`config.mk`:
```
export PLATFORM = sky130hd
export DESIGN_NAME = scfc_frame_core
export DESIGN_NICKNAME = d
export VERILOG_FILES = /design/src/rtl/core/scfc_pkg.sv /design/src/rtl/core/scfc_frame_core.sv
export SDC_FILE = /design/constraint.sdc
export NUM_CORES = 1
export LEC_CHECK = 0
export BUFFER_PORTS_ARGS = -buffer_cell sky130_fd_sc_hd__buf_2
export CORE_MARGIN = 2
export CORE_UTILIZATION = 40
export CTS_CLUSTER_DIAMETER = 120
export DETAILED_ROUTE_END_ITERATION = 7
export SYNTH_ARGS = -nofsm -noshare
export SYNTH_HDL_FRONTEND = slang
export SYNTH_SLANG_ARGS = --single-unit
```
`constraint.sdc`:
```
create_clock -name clk -period 7.35 [get_ports clk]
set_input_delay 0 -clock clk [delete_from_list [all_inputs] [get_ports clk]]
set_output_delay 0 -clock clk [all_outputs]
set_load 0.05 [all_outputs]
```
`src/rtl/core/scfc_pkg.sv`:
```
`default_nettype none
package scfc_pkg;

    // crc-16 modbus form
    localparam logic [15:0] CRC_INIT = 16'hFFFF;
    localparam logic [15:0] CRC_POLY = 16'hA001;

    localparam int POS_W = 3;
    typedef logic [POS_W-1:0] pos_t;

    // byte positions within one reply frame
    localparam pos_t POS_FUNC    = 3'd0;
    localparam pos_t POS_LEN     = 3'd1;
    localparam pos_t POS_HUM_HI  = 3'd2;
    localparam pos_t POS_HUM_LO  = 3'd3;
    localparam pos_t POS_TEMP_HI = 3'd4;
    localparam pos_t POS_TEMP_LO = 3'd5;
    localparam pos_t POS_CRC_LO  = 3'd6;
    localparam pos_t POS_CRC_HI  = 3'd7;

    // one input beat as held in the input stage
    typedef struct packed {
        logic [7:0] data;
        logic       start;
    } in_beat_t;

    // one result beat
    typedef struct packed {
        logic [15:0] humidity;
        logic [15:0] temperature;
        logic [7:0]  func;
        logic [7:0]  length;
        logic [15:0] rx_crc;
        logic        crc_ok;
    } result_t;

    // one byte of the reflected crc, lsb first, eight shift steps
    function automatic logic [15:0] crc16_byte(input logic [15:0] crc, input logic [7:0] b);
        logic [15:0] c;
        c = crc ^ {8'h00, b};
        for (int k = 0; k < 8; k++) begin
            if (c[0])
                c = (c >> 1) ^ CRC_POLY;
            else
                c = c >> 1;
        end
        return c;
    endfunction

endpackage
`default_nettype wire

```
`src/rtl/core/scfc_frame_core.sv`:
```
`default_nettype none
module scfc_frame_core (
    input  wire logic             clk,
    input  wire logic             rst_n,
    input  wire logic             stage_valid,
    input  scfc_pkg::in_beat_t    stage_beat,
    output logic                  advance,
    output logic                  res_valid,
    input  wire logic             res_ready,
    output scfc_pkg::result_t     res
);
    import scfc_pkg::*;

    pos_t        pos_reg,  pos_next;
    logic [15:0] crc_reg,  crc_next;
    logic [7:0]  func_reg, func_next;
    logic [7:0]  len_reg,  len_next;
    logic [15:0] hum_reg,  hum_next;
    logic [15:0] temp_reg, temp_next;
    logic [7:0]  crc_lo_reg, crc_lo_next;

    pos_t        pos;
    logic [15:0] crc_cur;
    logic [15:0] crc_upd;
    logic [15:0] rx_crc;
    logic        is_last;

    // frame start restarts position and crc
    assign pos     = stage_beat.start ? POS_FUNC : pos_reg;
    assign crc_cur = stage_beat.start ? CRC_INIT : crc_reg;
    assign crc_upd = (pos < POS_CRC_LO) ? crc16_byte(crc_cur, stage_beat.data) : crc_cur;
    assign is_last = (pos == POS_CRC_HI);
    assign rx_crc  = {stage_beat.data, crc_lo_reg};

    // only the last beat needs room downstream
    assign advance   = stage_valid && (!is_last || res_ready);
    assign res_valid = stage_valid && is_last;

    always_comb
    begin
        res.humidity    = hum_reg;
        res.temperature = temp_reg;
        res.func        = func_reg;
        res.length      = len_reg;
        res.rx_crc      = rx_crc;
        res.crc_ok      = (crc_upd == rx_crc);
    end

    // next frame state
    always_comb
    begin
        pos_next    = pos_reg;
        crc_next    = crc_reg;
        func_next   = func_reg;
        len_next    = len_reg;
        hum_next    = hum_reg;
        temp_next   = temp_reg;
        crc_lo_next = crc_lo_reg;
        if (advance)
        begin
            case (pos)
                POS_FUNC:    func_next        = stage_beat.data;
                POS_LEN:     len_next         = stage_beat.data;
                POS_HUM_HI:  hum_next[15:8]   = stage_beat.data;
                POS_HUM_LO:  hum_next[7:0]    = stage_beat.data;
                POS_TEMP_HI: temp_next[15:8]  = stage_beat.data;
                POS_TEMP_LO: temp_next[7:0]   = stage_beat.data;
                POS_CRC_LO:  crc_lo_next      = stage_beat.data;
                default:     crc_lo_next      = crc_lo_reg;
            endcase
            if (is_last)
            begin
                pos_next = POS_FUNC;
                crc_next = CRC_INIT;
            end
            else
            begin
                pos_next = pos + 3'd1;
                crc_next = crc_upd;
            end
        end
    end

    // frame state registers
    always_ff @(posedge clk or negedge rst_n)
    begin
        if (!rst_n)
        begin
            pos_reg    <= POS_FUNC;
            crc_reg    <= CRC_INIT;
            func_reg   <= 8'h00;
            len_reg    <= 8'h00;
            hum_reg    <= 16'h0000;
            temp_reg   <= 16'h0000;
            crc_lo_reg <= 8'h00;
        end
        else
        begin
            pos_reg    <= pos_next;
            crc_reg    <= crc_next;
            func_reg   <= func_next;
            len_reg    <= len_next;
            hum_reg    <= hum_next;
            temp_reg   <= temp_next;
            crc_lo_reg <= crc_lo_next;
        end
    end
endmodule
`default_nettype wire

```
==> qor.txt <==
via/cell ratio: 5.31
Die X: 106 um
CTS Buf Count: 9
GPL Wtd Cong: 0.870
core area: 0.0102 mm2
worst skew pair latency: 0.35 ns
Comb power frac: 45.4%
commonest cells after routing, fill and taps aside: 78 x buf_2, 59 x dfrtp_1, 49 x mux2_2
boundary pin count: 80
PortBufs: 79
clk root buf: clkbuf_8
Syn. warnings: 0
Post-Syn Nets: 390
Max-Cap Viols: 0
Post-Syn Area per Cell: 11.2 um2
critical path capture point type: primary output
Clock power frac: 20.8%
Pre-Repair DR Iteration Count: 4
FMAX: 306 MHz
status: complete, no violations
antenna violations before repair: 0
Final nets: 454
Final Skew: 0.00928 ns
setup TNS: 0 ns
main flop type after synthesis: dfrtp_1
Initial Utilization: 40.7%
drt initial violations: 215
CTS Buffer Depth: 2
Placed Instances: 558
Slew Viols, Final: 0
setup violators final: 0
antenna-violating nets left: 0
synthesized flop and latch total: 75
Detailed Route WL: 10.7 mm
clk sinks: 75
Inserted Diodes: 0
P_sw: 0.821 mW
DRC violations left: 0
commonest non-fill, non-tap cell in the layout: buf_2
row count: 37
RSZ-0062 raised after global routing: no
Post-DP HPWL: 7.37 mm
first-pass GRT wire length: 17.1 mm
Leak Pwr: 2.28 nW
Cell variety after synth: 57
CTS H-tree depth: 3
Mapped Area: 0.00416 mm2
maximum net fanout on the critical path: 19
Worst Setup Path Type: reg -> out
actual slew at the worst max-slew pin: 0.948 ns
Die Footprint: 0.0112 mm2
asr flop ratio synth: 100%
FILL cells: 967
Worst EP arrival: 3.27 ns
vias in the first global route: 3129
final std cells w/o fill: 576
Layout area overhead: 16.3%
CP required: 7.35 ns
largest net degree at the start of global routing: 76
cell count after synthesis: 371
die height: 106 um
Worst-path clk slew: 0.08 ns
sequential area share after synthesis: 45.6%
min cycle time layout: 3.27 ns
CTS tree: built
Post-synth EDFFs: 0
number of hold violations in the final report: 0
Sequential Power Share: 33.8%
PwrDens: 396 mW/mm2
period utilization: 44.4%
DR WL/cell: 18.5 um
Vias: 3060
maximum VDD drop: 0.296 mV
share of cells above drive strength 1: 38.9%
Tot GR Track Use: 19.8%
Net Sw Frac: 42.9%
Cell Int Power: 1.09 mW
nature of the critical path startpoint: register
Slew HR: 36.8%
grt ovf: 0
hold crit path type: in -> reg
==> critical path: stages, from the launching register on <==
cell	delay, ns
dfrtp_1	0.52
nand3b_1	0.60
o2bb2ai_1	0.46
xnor2_1	0.11
nor4_1	0.24
nand3_1	0.16
nor4_2	0.34
and4_1	0.23
buf_2	0.26
==> final timing paths <==
| path | start | endpoint | slack, ns | cells past startpoint |
|---|---|---|---|---|
| setup reg to reg | pos_reg[1] | hum_reg[4] | 4.18 | 9 |
| min in group asynchronous | rst_n | hum_reg[6] | 0.33 | 2 |
| max in group asynchronous | rst_n | hum_reg[8] | 6.39 | 2 |
| hold / removal | res_ready | crc_reg[13] | 0.13 | 3 |
| hold reg to reg | hum_reg[7] | hum_reg[7] | 0.48 | 2 |
| setup / recovery | pos_reg[2] | res[0] | 4.08 | 8 |
==> power groups by stage <==
| stage | registers [mW] | logic, mW | clock network, mW |
|---|---|---|---|
| 2_1_floorplan | 0.930 | 0.394 | 0 |
| 3_3_place_gp | 0.649 | 0.863 | 0 |
| 3_5_place_dp | 0.652 | 0.868 | 0 |
| 4_1_cts | 0.646 | 0.872 | 0.406 |
| 5_1_grt | 0.664 | 0.920 | 0.425 |
| 6_report | 0.647 | 0.869 | 0.399 |
==> per-layer routing <==
metal / routed length (um) / GRT usage [%] / vias up
met2: 5000 / 31.8 / 97
met5: 0 / 0 / -
met3: 620 / 4.72 / 12
met4: 168 / 5.26 / 0
met1: 4890 / 27.1 / 1532
li1: - / - / 1419
==> kinds of logic after synthesis <==
| logic type | Yosys count | synth area share [%] |
|---|---|---|
| and+or+nand+nor | 91 | 10.6 |
| DFF | 75 | 45.6 |
| AOI/OAI and AO/OA | 65 | 10.6 |
| muxes | 50 | 13.5 |
| xor gates and xnor gates | 46 | 13.1 |
| buffers and inverters | 38 | 4.81 |
| adders and majority gates | 6 | 1.80 |
==> Yosys cell counts, types with 4 or more instances <==
cell	count	area (um2)
dfstp_2	16	420
nand2_1	29	109
o21ai_0	18	90.1
nor3_1	4	20.0
ha_1	6	75.1
clkbuf_1	15	56.3
dfrtp_1	59	1480
buf_4	8	60.1
mux2_2	49	552
xor2_1	7	61.3
o22a_1	7	61.3
inv_1	9	33.8
xnor2_1	30	263
o22ai_1	4	25.0
nand2b_1	4	25.0
a211oi_1	5	37.5
a21oi_1	10	50.1
nor2_1	29	109
and3_1	5	31.3
==> area by class of cell <==
| type | instances | area [um2] | share of cell area (%) |
|---|---|---|---|
| flip-flops and latches | 75 | 1900 | 39.2 |
| clock buffers | 11 | 141 | 2.92 |
| multi-input cells | 258 | 2060 | 42.7 |
| well taps | 136 | 170 | 3.52 |
| inverters | 9 | 33.8 | 0.698 |
| clock inverters | 5 | 108 | 2.22 |
| repair buffers | 82 | 425 | 8.79 |
==> through the flow <==
step | setup WS, ns | util [%] | hold slack, ns | total power [mW] | area [um2]
finish | 4.08 | 47.3 | 0.128 | 1.91 | 4840
global route | 3.83 | 47.3 | 0.156 | 2.01 | 4840
CTS | 4.14 | 47.3 | 0.102 | 1.93 | 4840
detailed placement | 4.21 | 44.7 | 0.206 | 1.52 | 4570
global placement | 4.30 | 44.7 | 0.200 | 1.51 | 4570
floorplan | 4.35 | - | -0.296 | 1.32 | 4160
==> what timing repair did <==
action | in CTS | in global routing
hold buffers | 2 | 0
hold endpoints to repair | 61 | 0
resized for setup | 0 | 0
buffers inserted | 0 | 0
Power figures use the tool's default switching activity.
